===== src/hdl/fcs_pkg.sv =====
`default_nettype none
// ============================================================================
// fcs_pkg
// Shared types and constants for the FIFO counting semaphore: the request
// and response word formats, status codes and controller command bundle.
// ============================================================================
package fcs_pkg;

    // Number of entries in the wait queue.
    localparam int QUEUE_DEPTH = 16;
    // Number of requester id bits that are kept.
    localparam int ID_BITS = 8;

    // Width of the queue fill count (0..QUEUE_DEPTH).
    localparam int CNT_W = $clog2(QUEUE_DEPTH + 1);

    // Command codes.
    localparam logic [1:0] CMD_REQUEST = 2'd0;
    localparam logic [1:0] CMD_RELEASE = 2'd1;
    localparam logic [1:0] CMD_CANCEL  = 2'd2;

    // Status codes.
    localparam logic [2:0] ST_GRANTED     = 3'd0;
    localparam logic [2:0] ST_QUEUED      = 3'd1;
    localparam logic [2:0] ST_FULL        = 3'd2;
    localparam logic [2:0] ST_RELEASED    = 3'd3;
    localparam logic [2:0] ST_CANCELLED   = 3'd4;
    localparam logic [2:0] ST_NOT_FOUND   = 3'd5;
    localparam logic [2:0] ST_BAD_RELEASE = 3'd6;

    // Request word.
    typedef struct packed {
        logic [1:0] command;
        logic [7:0] requester_id;
    } req_t;

    // Response word.
    typedef struct packed {
        logic [2:0] status;
        logic       waiter_granted;
        logic [7:0] waiter_id;
        logic [7:0] slots_in_use;
    } rsp_t;

    // Commands from the controller to the datapath.
    typedef struct packed {
        logic load;
        logic exec;
    } ctrl_cmd_t;

endpackage
`default_nettype wire


===== src/hdl/fifo_counting_semaphore.sv =====
`default_nettype none
// ============================================================================
// fifo_counting_semaphore
// Counting semaphore with a FIFO wait queue of waiting requester ids.
// ============================================================================
// Each request word is captured, with its id compared against all queue entries
// in parallel, and then committed into the counter, the queue and the response
// register. A new word is accepted while the previous response waits to be taken;
// the block only holds in its commit cycle while the response register is still
// full and stalled. Queue entries are kept compacted, so a cancel or a grant
// closes the gap in the same commit cycle. The slot limit resets to one and
// may be rewritten only while the block is idle.
module fifo_counting_semaphore (
    input  wire logic          clk,
    input  wire logic          rst_n,
    input  wire logic          req_valid,
    output logic               req_stall,
    input  wire fcs_pkg::req_t req,
    output logic               rsp_valid,
    input  wire logic          rsp_stall,
    output fcs_pkg::rsp_t      rsp,
    input  wire logic          cfg_we,
    input  wire logic [7:0]    cfg_data
);
    import fcs_pkg::*;

    ctrl_cmd_t cmd;

    // Sequencing of capture and commit.
    fcs_ctrl u_ctrl (
        .clk       (clk),
        .rst_n     (rst_n),
        .req_valid (req_valid),
        .req_stall (req_stall),
        .rsp_valid (rsp_valid),
        .rsp_stall (rsp_stall),
        .cmd       (cmd)
    );

    // Counter, queue and response storage.
    fcs_datapath u_datapath (
        .clk      (clk),
        .rst_n    (rst_n),
        .cmd      (cmd),
        .req      (req),
        .cfg_we   (cfg_we),
        .cfg_data (cfg_data),
        .rsp      (rsp)
    );

endmodule
`default_nettype wire


===== src/hdl/fcs_ctrl.sv =====
`default_nettype none
// ============================================================================
// fcs_ctrl
// Controller for the semaphore. It accepts a request word, lets the datapath
// capture it with its id compared against the queue, then commits the operation
// once the response register is free to take the result.
// ============================================================================
module fcs_ctrl (
    input  wire logic               clk,
    input  wire logic               rst_n,
    input  wire logic               req_valid,
    output logic                    req_stall,
    output logic                    rsp_valid,
    input  wire logic               rsp_stall,
    output fcs_pkg::ctrl_cmd_t      cmd
);
    import fcs_pkg::*;

    localparam logic ST_IDLE = 1'b0;
    localparam logic ST_EXEC = 1'b1;

    logic state_reg;
    logic state_next;
    logic rsp_valid_reg;
    logic rsp_valid_next;
    logic out_free;

    // The response register can take a new word when empty or being drained.
    assign out_free = !rsp_valid_reg || !rsp_stall;

    // Next-state and command logic.
    always_comb
    begin
        state_next     = state_reg;
        cmd.load       = 1'b0;
        cmd.exec       = 1'b0;
        rsp_valid_next = rsp_valid_reg && rsp_stall;
        case (state_reg)
            ST_IDLE:
            begin
                if (req_valid)
                begin
                    cmd.load   = 1'b1;
                    state_next = ST_EXEC;
                end
            end
            ST_EXEC:
            begin
                if (out_free)
                begin
                    cmd.exec       = 1'b1;
                    rsp_valid_next = 1'b1;
                    state_next     = ST_IDLE;
                end
            end
            default:
            begin
                state_next = ST_IDLE;
            end
        endcase
    end

    // State and response valid registers.
    always_ff @(posedge clk or negedge rst_n)
    begin
        if (!rst_n)
        begin
            state_reg     <= ST_IDLE;
            rsp_valid_reg <= 1'b0;
        end
        else
        begin
            state_reg     <= state_next;
            rsp_valid_reg <= rsp_valid_next;
        end
    end

    assign req_stall = (state_reg != ST_IDLE);
    assign rsp_valid = rsp_valid_reg;

endmodule
`default_nettype wire


===== src/hdl/fcs_datapath.sv =====
`default_nettype none
// ============================================================================
// fcs_datapath
// Datapath for the semaphore: slot counter, slot limit register, the
// compacting wait queue with per-entry id compare, and the response register.
// ============================================================================
module fcs_datapath (
    input  wire logic               clk,
    input  wire logic               rst_n,
    input  wire fcs_pkg::ctrl_cmd_t cmd,
    input  wire fcs_pkg::req_t      req,
    input  wire logic               cfg_we,
    input  wire logic [7:0]         cfg_data,
    output fcs_pkg::rsp_t           rsp
);
    import fcs_pkg::*;

    logic [7:0]             max_slots_reg;
    logic [7:0]             used_reg;
    logic [7:0]             used_next;
    logic [CNT_W-1:0]       wcount_reg;
    logic [CNT_W-1:0]       wcount_next;
    logic [ID_BITS-1:0]     queue_reg [QUEUE_DEPTH];
    logic [ID_BITS-1:0]     queue_next [QUEUE_DEPTH];
    logic [1:0]             op_reg;
    logic [ID_BITS-1:0]     id_reg;
    logic [QUEUE_DEPTH-1:0] match_reg;
    logic [QUEUE_DEPTH-1:0] match_now;
    logic [QUEUE_DEPTH-2:0] shift_en;
    logic                   found;
    logic [7:0]             used_dec;
    rsp_t                   rsp_reg;
    rsp_t                   rsp_next;

    // Per-entry compare of the incoming id against the live part of the queue.
    always_comb
    begin
        for (int k = 0; k < QUEUE_DEPTH; k++)
        begin
            match_now[k] = (CNT_W'(k) < wcount_reg) &&
                           (queue_reg[k] == ID_BITS'(req.requester_id));
        end
    end

    // Capture the request and its match vector.
    always_ff @(posedge clk)
    begin
        if (cmd.load)
        begin
            op_reg    <= req.command;
            id_reg    <= ID_BITS'(req.requester_id);
            match_reg <= match_now;
        end
    end

    assign found    = |match_reg;
    assign used_dec = used_reg - 8'd1;

    // Operation logic: counter, queue updates and response word.
    always_comb
    begin
        used_next   = used_reg;
        wcount_next = wcount_reg;
        shift_en    = '0;
        rsp_next    = '0;
        for (int k = 0; k < QUEUE_DEPTH; k++)
        begin
            queue_next[k] = queue_reg[k];
        end
        rsp_next.status = ST_NOT_FOUND;
        case (op_reg)
            CMD_REQUEST:
            begin
                if (used_reg < max_slots_reg)
                begin
                    used_next       = used_reg + 8'd1;
                    rsp_next.status = ST_GRANTED;
                end
                else if (wcount_reg < CNT_W'(QUEUE_DEPTH))
                begin
                    for (int k = 0; k < QUEUE_DEPTH; k++)
                    begin
                        if (CNT_W'(k) == wcount_reg)
                        begin
                            queue_next[k] = id_reg;
                        end
                    end
                    wcount_next     = wcount_reg + CNT_W'(1);
                    rsp_next.status = ST_QUEUED;
                end
                else
                begin
                    rsp_next.status = ST_FULL;
                end
            end
            CMD_RELEASE:
            begin
                if (used_reg == 8'd0)
                begin
                    rsp_next.status = ST_BAD_RELEASE;
                end
                else
                begin
                    rsp_next.status = ST_RELEASED;
                    if ((wcount_reg != '0) && (used_dec < max_slots_reg))
                    begin
                        // Hand the slot to the oldest waiter; the count stays.
                        rsp_next.waiter_granted = 1'b1;
                        rsp_next.waiter_id      = 8'(queue_reg[0]);
                        shift_en                = '1;
                        wcount_next             = wcount_reg - CNT_W'(1);
                    end
                    else
                    begin
                        used_next = used_dec;
                    end
                end
            end
            CMD_CANCEL:
            begin
                if (found)
                begin
                    // Entries at and behind the first match move up one place.
                    for (int k = 0; k < QUEUE_DEPTH - 1; k++)
                    begin
                        shift_en[k] = |(match_reg & QUEUE_DEPTH'((2 ** (k + 1)) - 1));
                    end
                    wcount_next     = wcount_reg - CNT_W'(1);
                    rsp_next.status = ST_CANCELLED;
                end
            end
            default:
            begin
                rsp_next.status = ST_NOT_FOUND;
            end
        endcase
        for (int k = 0; k < QUEUE_DEPTH - 1; k++)
        begin
            if (shift_en[k])
            begin
                queue_next[k] = queue_reg[k + 1];
            end
        end
        rsp_next.slots_in_use = used_next;
    end

    // Queue cells and response payload.
    always_ff @(posedge clk)
    begin
        if (cmd.exec)
        begin
            for (int k = 0; k < QUEUE_DEPTH; k++)
            begin
                queue_reg[k] <= queue_next[k];
            end
            rsp_reg <= rsp_next;
        end
    end

    // Control state: limit register, slot count and queue fill count.
    always_ff @(posedge clk or negedge rst_n)
    begin
        if (!rst_n)
        begin
            max_slots_reg <= 8'd1;
            used_reg      <= 8'd0;
            wcount_reg    <= '0;
        end
        else
        begin
            if (cfg_we)
            begin
                max_slots_reg <= cfg_data;
            end
            if (cmd.exec)
            begin
                used_reg   <= used_next;
                wcount_reg <= wcount_next;
            end
        end
    end

    assign rsp = rsp_reg;

endmodule
`default_nettype wire


===== config.mk =====
export PLATFORM = sky130hd
export DESIGN_NAME = fifo_counting_semaphore
export DESIGN_NICKNAME = d
export VERILOG_FILES = /design/src/hdl/fcs_pkg.sv /design/src/hdl/fifo_counting_semaphore.sv /design/src/hdl/fcs_ctrl.sv /design/src/hdl/fcs_datapath.sv
export SDC_FILE = /design/constraint.sdc
export NUM_CORES = 1
export LEC_CHECK = 0
export ABC_AREA = 1
export BUFFER_PORTS_ARGS = -buffer_cell sky130_fd_sc_hd__buf_2
export CORE_ASPECT_RATIO = 1.1
export CORE_MARGIN = 5
export CORE_UTILIZATION = 50
export DETAILED_ROUTE_END_ITERATION = 8
export PLACE_DENSITY = 0.69
export SYNTH_ARGS = -nofsm -noshare
export SYNTH_HDL_FRONTEND = slang
export SYNTH_HIERARCHICAL = 1
export SYNTH_SLANG_ARGS = --single-unit

===== constraint.sdc =====
create_clock -name clk -period 3 [get_ports clk]
set_input_delay 0.15 -clock clk [delete_from_list [all_inputs] [get_ports clk]]
set_output_delay 0.15 -clock clk [all_outputs]
set_load 0.05 [all_outputs]

## After elaboration in Yosys (flattened, before gate mapping)

Memory sizes are Yosys's and may differ from the RTL's.
Index checks and enable logic that the tools add are counted.

| operators by class | value |
|---|---|
| magnitude comparators | 19 |
| add/sub/neg operators | 4 |
| reductions and logical operators | 44 |
| bitwise logic cells | 3 |
| muxes and demuxes | 64 |
| equality and inequality tests | 38 |

Operators by type and width:

| operator | number |
|---|---|
| $mux 128 | 3 |
| $mux 8 | 34 |
| $eq 8x8->1 | 16 |
| $mux 15 | 3 |
| $eq 4x5->1 const A | 8 |
| $lt 4x5->1 const A | 8 |
| $pmux 15 s2 | 1 |
| $mux 5 | 5 |
| $eq 3x5->1 const A | 4 |
| $lt 3x5->1 const A | 4 |
| $logic_and 1x1->1 | 18 |
| $lt 8x8->1 | 2 |
| $pmux 8 s2 | 1 |
| $reduce_or 16->1 | 1 |
| $pmux 5 s3 | 1 |
| $reduce_or 15->1 | 1 |
| $reduce_or 14->1 | 1 |
| $reduce_or 13->1 | 1 |
| $reduce_or 12->1 | 1 |
| $reduce_or 11->1 | 1 |
| $eq 2x5->1 const A | 2 |
| $lt 1x5->1 const A | 2 |
| $lt 2x5->1 const A | 2 |
| $mux 1 | 10 |
| other kinds (33) | 42 |

| storage, ports and cells | value |
|---|---|
| bits in registers | 69 |
| RAM bits | 128 |
| memories kept | 1 |
| logic and storage cells | 185 |
| output and inout bits | 22 |

Memory list:

| memory | words | width | read ports | clocked after memory_dff | write ports | line | text |
|---|---|---|---|---|---|---|---|
| u_datapath.queue_reg | 16 | 8 | 16 | 0 | 16 | fcs_datapath.sv:23 | `logic [ID_BITS-1:0] queue_reg [QUEUE_DEPTH];` |

## Depth between registers and ports, before layout

| logic depth | value |
|---|---|
| depth in word-level cells | 7 |
| mapped depth | 19 |
| depth with buffers taken out | 17 |

## Cells and area by module

Netlist, hierarchy kept.

By module, submodules not included:

| module | times used | cells each | area each (µm²) |
|---|---|---|---|
| fcs_datapath | 1 | 1175 | 10993.0 |
| fcs_ctrl | 1 | 10 | 82.6 |

## Worst setup path before layout

No wires, ideal clock.

| timing | value |
|---|---|
| path type | register to register |
| start | reg u_ctrl.state_reg, in the netlist u_ctrl/req_stall |
| end | mem u_datapath.queue_reg[15][0], in the netlist u_datapath/queue_reg[1][56] (enable) |
| data arrival time | 3.200 ns |
| path buffers | 1 |
| stages on the path, launching flop included | 6 |
| setup time | 0.395 ns |
| period minus slack after synthesis | 3.595 ns |
| setup slack | -0.595 ns |
| path through | dfrtp_1 inv_1 a21oi_1 clkbuf_1 nand2_1 nor4_1 |

RTL lines:

| element | line | text |
|---|---|---|
| start: declaration | fcs_ctrl.sv:22 | `logic state_reg;` |
| start signal: assignment | fcs_ctrl.sv:73 | `state_reg <= state_next;` |
| end: declaration | fcs_datapath.sv:23 |  |

==> impl_metrics.prom <==
# TYPE chip_impl_metric gauge
chip_impl_metric{name="drc",unit=""} 0
chip_impl_metric{name="number_of_antenna_violations_at_the_first_check_in_global_routing",unit=""} 0
chip_impl_metric{name="final-max-slew-violation-count",unit=""} 0
chip_impl_metric{name="netlist_area",unit="sq um"} 11100
chip_impl_metric{name="crit_path_max_fanout",unit=""} 19
chip_impl_metric{name="synth_nets",unit=""} 1234
chip_impl_info{name="crit_path_end_kind",value="register"} 1
chip_impl_metric{name="post_synth.cell_area_avg",unit="sq um"} 9.35
chip_impl_metric{name="required",unit="ps"} 3150
chip_impl_metric{name="max-clock-path-buffers",unit=""} 2
chip_impl_metric{name="postSynthRegisterBits",unit=""} 197
chip_impl_metric{name="floorplan.die.height",unit="microns"} 166
chip_impl_metric{name="synthDominantCellAreaShare",unit=""} 0.472
chip_impl_info{name="root_buffer",value="clkbuf_16"} 1
chip_impl_info{name="worst_path_max_delay_cell",value="dfrtp_1"} 1
chip_impl_metric{name="die_width",unit="microns"} 152
chip_impl_metric{name="clock_pin_slew_on_the_worst_setup_and_hold_paths",unit="ps"} 80
chip_impl_metric{name="total_number_of_cells_along_the_worst_setup_path",unit=""} 15
chip_impl_info{name="cpLargestDelayFamily",value="simple AND/OR/NAND/NOR gates"} 1
chip_impl_metric{name="cts.sinks",unit=""} 197
chip_impl_metric{name="ys_warn_count",unit=""} 6
chip_impl_info{name="crit_type",value="register to register"} 1
chip_impl_metric{name="largest_register_ffs",unit=""} 128
chip_impl_metric{name="detail_route.first_pass.iterations",unit=""} 6
chip_impl_metric{name="seq_area_frac_synth",unit=""} 0.524
chip_impl_metric{name="power_leakage",unit="nW"} 5.05
chip_impl_metric{name="grt_first_pass_wirelength",unit="mm"} 45.6
chip_impl_metric{name="synthesis.instances",unit=""} 1185
chip_impl_metric{name="synth.lib_cells_used.distinct",unit=""} 49
chip_impl_metric{name="layout.nets",unit=""} 1315
chip_impl_metric{name="floorplan.io_pins",unit=""} 45
chip_impl_metric{name="relSlewSlack",unit=""} 0.299
chip_impl_metric{name="antennaDiodeCount",unit=""} 0
chip_impl_metric{name="power_density_relative_to_cell_area",unit="nW/um^2"} 764
chip_impl_metric{name="number_of_levels_the_h_tree_was_split_into",unit=""} 4
chip_impl_metric{name="antenna_violating_nets_left",unit=""} 0
chip_impl_metric{name="setup_viol",unit=""} 0
chip_impl_metric{name="route.detailed.vias_per_inst",unit=""} 5.65
chip_impl_info{name="run_status",value="complete, no violations"} 1
chip_impl_info{name="yosysMostFrequentCell",value="nand2_1"} 1
chip_impl_info{name="hold_path_class",value="primary input to register"} 1
chip_impl_metric{name="std_cell_core_area",unit="sq um"} 22000
chip_impl_metric{name="dpl.hpwl",unit="mm"} 20.5
chip_impl_metric{name="final_hold_vios",unit=""} 0
chip_impl_metric{name="max-cap-violations",unit=""} 0
chip_impl_metric{name="drt_wl_total",unit="mm"} 29.4
chip_impl_metric{name="finalCriticalPeriod",unit="ps"} 2870
chip_impl_metric{name="syn_to_final_growth",unit="%"} 14.1
chip_impl_metric{name="first_global_vias",unit=""} 8550
chip_impl_metric{name="place.port_buffers",unit=""} 44
chip_impl_metric{name="grt_start_max_net_pins",unit=""} 31
chip_impl_info{name="synthTopCellsByArea",value="edfxtp_1 47%, nand2_1 8.3%, dfrtp_1 5.0%"} 1
chip_impl_metric{name="tritoncts.num_buffers",unit=""} 17
chip_impl_metric{name="floorplan.rows",unit=""} 57
chip_impl_metric{name="drt-initial-drc-count",unit=""} 851
chip_impl_metric{name="path_buf_inv",unit=""} 3
chip_impl_metric{name="synth_edf_count",unit=""} 174
chip_impl_metric{name="reg2regPathDepth",unit=""} 15
chip_impl_metric{name="setup_total_negative_slack",unit="ps"} 0
chip_impl_metric{name="dr_total_vias",unit=""} 8890
chip_impl_info{name="synth_commonest_cells",value="246 x nand2_1, 174 x edfxtp_1, 118 x nor2_1"} 1
chip_impl_metric{name="routabilityCongestion",unit=""} 0.960
chip_impl_metric{name="final.period_utilization",unit=""} 0.956
chip_impl_metric{name="final.fill_count",unit=""} 1933
chip_impl_metric{name="p_total",unit="mW"} 9.65
chip_impl_metric{name="worst_ep_arrival_time",unit="ps"} 3020
chip_impl_info{name="tritoncts_clock_tree",value="yes"} 1
chip_impl_info{name="post-synth-top-area-cell",value="edfxtp_1"} 1
chip_impl_metric{name="detail_route.wl_per_cell",unit="microns"} 18.7
chip_impl_metric{name="initial_utilization",unit=""} 0.504
chip_impl_metric{name="min_delay_path_depth",unit=""} 3
chip_impl_metric{name="vdd.ir_drop.worst",unit="V"} 0.000515
chip_impl_metric{name="max_clock_freq",unit="GHz"} 0.349
chip_impl_metric{name="critPathMaxStageDelay",unit="ps"} 390
chip_impl_metric{name="globalRoute.totalOverflow",unit=""} 0
chip_impl_info{name="synth_flop_cell",value="edfxtp_1"} 1
chip_impl_metric{name="share_of_post_route_cells_with_drive_strength_above_1",unit=""} 0.167
chip_impl_info{name="startpoint_type",value="register"} 1
chip_impl_metric{name="async_reset_ff_frac",unit=""} 0.117
chip_impl_metric{name="dieArea",unit="sq um"} 25200
chip_impl_info{name="worstPathCellList",value="inv_2 -> nand3_4 -> nor2_4 -> nand4_1 -> and2_1 -> ha_1 -> a21oi_2 -> nand2_2 -> nor2_4 -> nand3_4 -> buf_12 -> o21ai_0 -> nand2_1 -> a21oi_2 -> buf_6"} 1
chip_impl_metric{name="clkLatencyLatePin",unit="ps"} 440
chip_impl_metric{name="clock_skew",unit="ps"} 16.9
chip_impl_metric{name="timing_worst_slew_pin_value",unit="ps"} 1040
chip_impl_metric{name="all_layer_gr_usage",unit=""} 0.228
-- power breakdown --
part           total [mW]  internal [mW]  switching, mW
Sequential           3.71           3.48          0.230
Combinational        3.77           1.23           2.54
Clock                2.17           1.09           1.08
-- layout by cell type (no fill, tap or decap), types with 3 or more instances in the layout --
cell           synthesis  final
nand2_1              246    245
edfxtp_1             174    174
nor2_1               118    116
a21oi_1              101     84
inv_1                 72     70
o21ai_0               69     69
nand3_1               67     66
buf_4                 10     52
xor2_1                51     50
buf_2                 13     45
xnor2_1               34     34
ha_1                  26     26
dfrtp_1               22     22
nand2_2               17     18
clkbuf_16              0     17
nand4_1               16     16
a21oi_2                5     15
or2_2                 15     15
nor4_1                16     15
dlygate4sd3_1          0     13
o22ai_1               11     11
o21ai_1                8      8
a221oi_1               8      8
clkinv_1               5      7
a21oi_4                0      7
inv_2                  4      6
nor3_1                 6      6
nor2_2                 4      5
inv_8                  0      4
a211oi_1               4      4
buf_6                 12      4
nor2_4                 2      3
o21ai_2                3      3
nand3b_1               3      3
o2111ai_1              3      3
a22o_1                 3      3
-- layer usage --
layer / GRT usage / up-vias / part of all wire
li1: - / 4230 / -
met3: 0.0409 / 68 / 0.072
met5: 0 / - / 0
met4: 0.0825 / 0 / 0.033
met2: 0.390 / 422 / 0.49
met1: 0.291 / 4170 / 0.41
-- metrics by stage --
stage / setup WS (ps) / utilization / cells / hold slack, ps / instance area [sq um]
floorplan: -45.4 / - / 1185 / -146 / 11200
global placement: 61.6 / 0.540 / 1527 / 165 / 11900
detailed placement: 25.0 / 0.540 / 1527 / 174 / 11900
CTS: 4.91 / 0.571 / 1572 / 58.5 / 12500
global route: -60.6 / 0.575 / 1574 / 79.4 / 12600
finish: 132 / 0.575 / 1574 / 59.9 / 12600
-- final cells by class --
class,instances,area (sq um),area share
clock inverters,14,120,0.00951
multi-input cells,853,4780,0.378
clock buffers,18,429,0.0340
well taps,295,369,0.0292
repair buffers,116,831,0.0658
flip-flops and latches,197,5800,0.459
inverters,81,304,0.0241
-- path summary, 6_finish.rpt --
check                                       startpoint                          end  slack (ps)
worst max-delay path            u_datapath/used_reg[0]   u_datapath/queue_reg[0][9]         130
worst min-delay path                            cfg_we  u_datapath/max_slots_reg[5]          60
worst max register to register  u_datapath/used_reg[0]   u_datapath/queue_reg[0][9]         130
worst min register to register    u_datapath/id_reg[6]  u_datapath/queue_reg[1][62]         500
max in group asynchronous                        rst_n       u_datapath/used_reg[6]        2380
min in group asynchronous                        rst_n             u_ctrl/req_stall         240
-- tightest hold or removal path, cell delays in order --
cell	delay (ps)
buf_2	170
nand2_1	70
o21ai_0	70
-- logic make-up after synthesis --
family / synth area share
compound gates: 0.114
xor+xnor: 0.0672
fa+ha+maj: 0.0294
buf+inv: 0.0587
flops: 0.524
mux: 0.00102
simple gates: 0.206
-- repair_timing --
action | in CTS | in global routing
hold buffers | 13 | 0
gates resized for setup | 0 | 15
endpoints found under the setup margin | 0 | 250
buffers inserted | 0 | 1
endpoints found under the hold margin | 34 | 0
(Power assumes the default switching activity.)
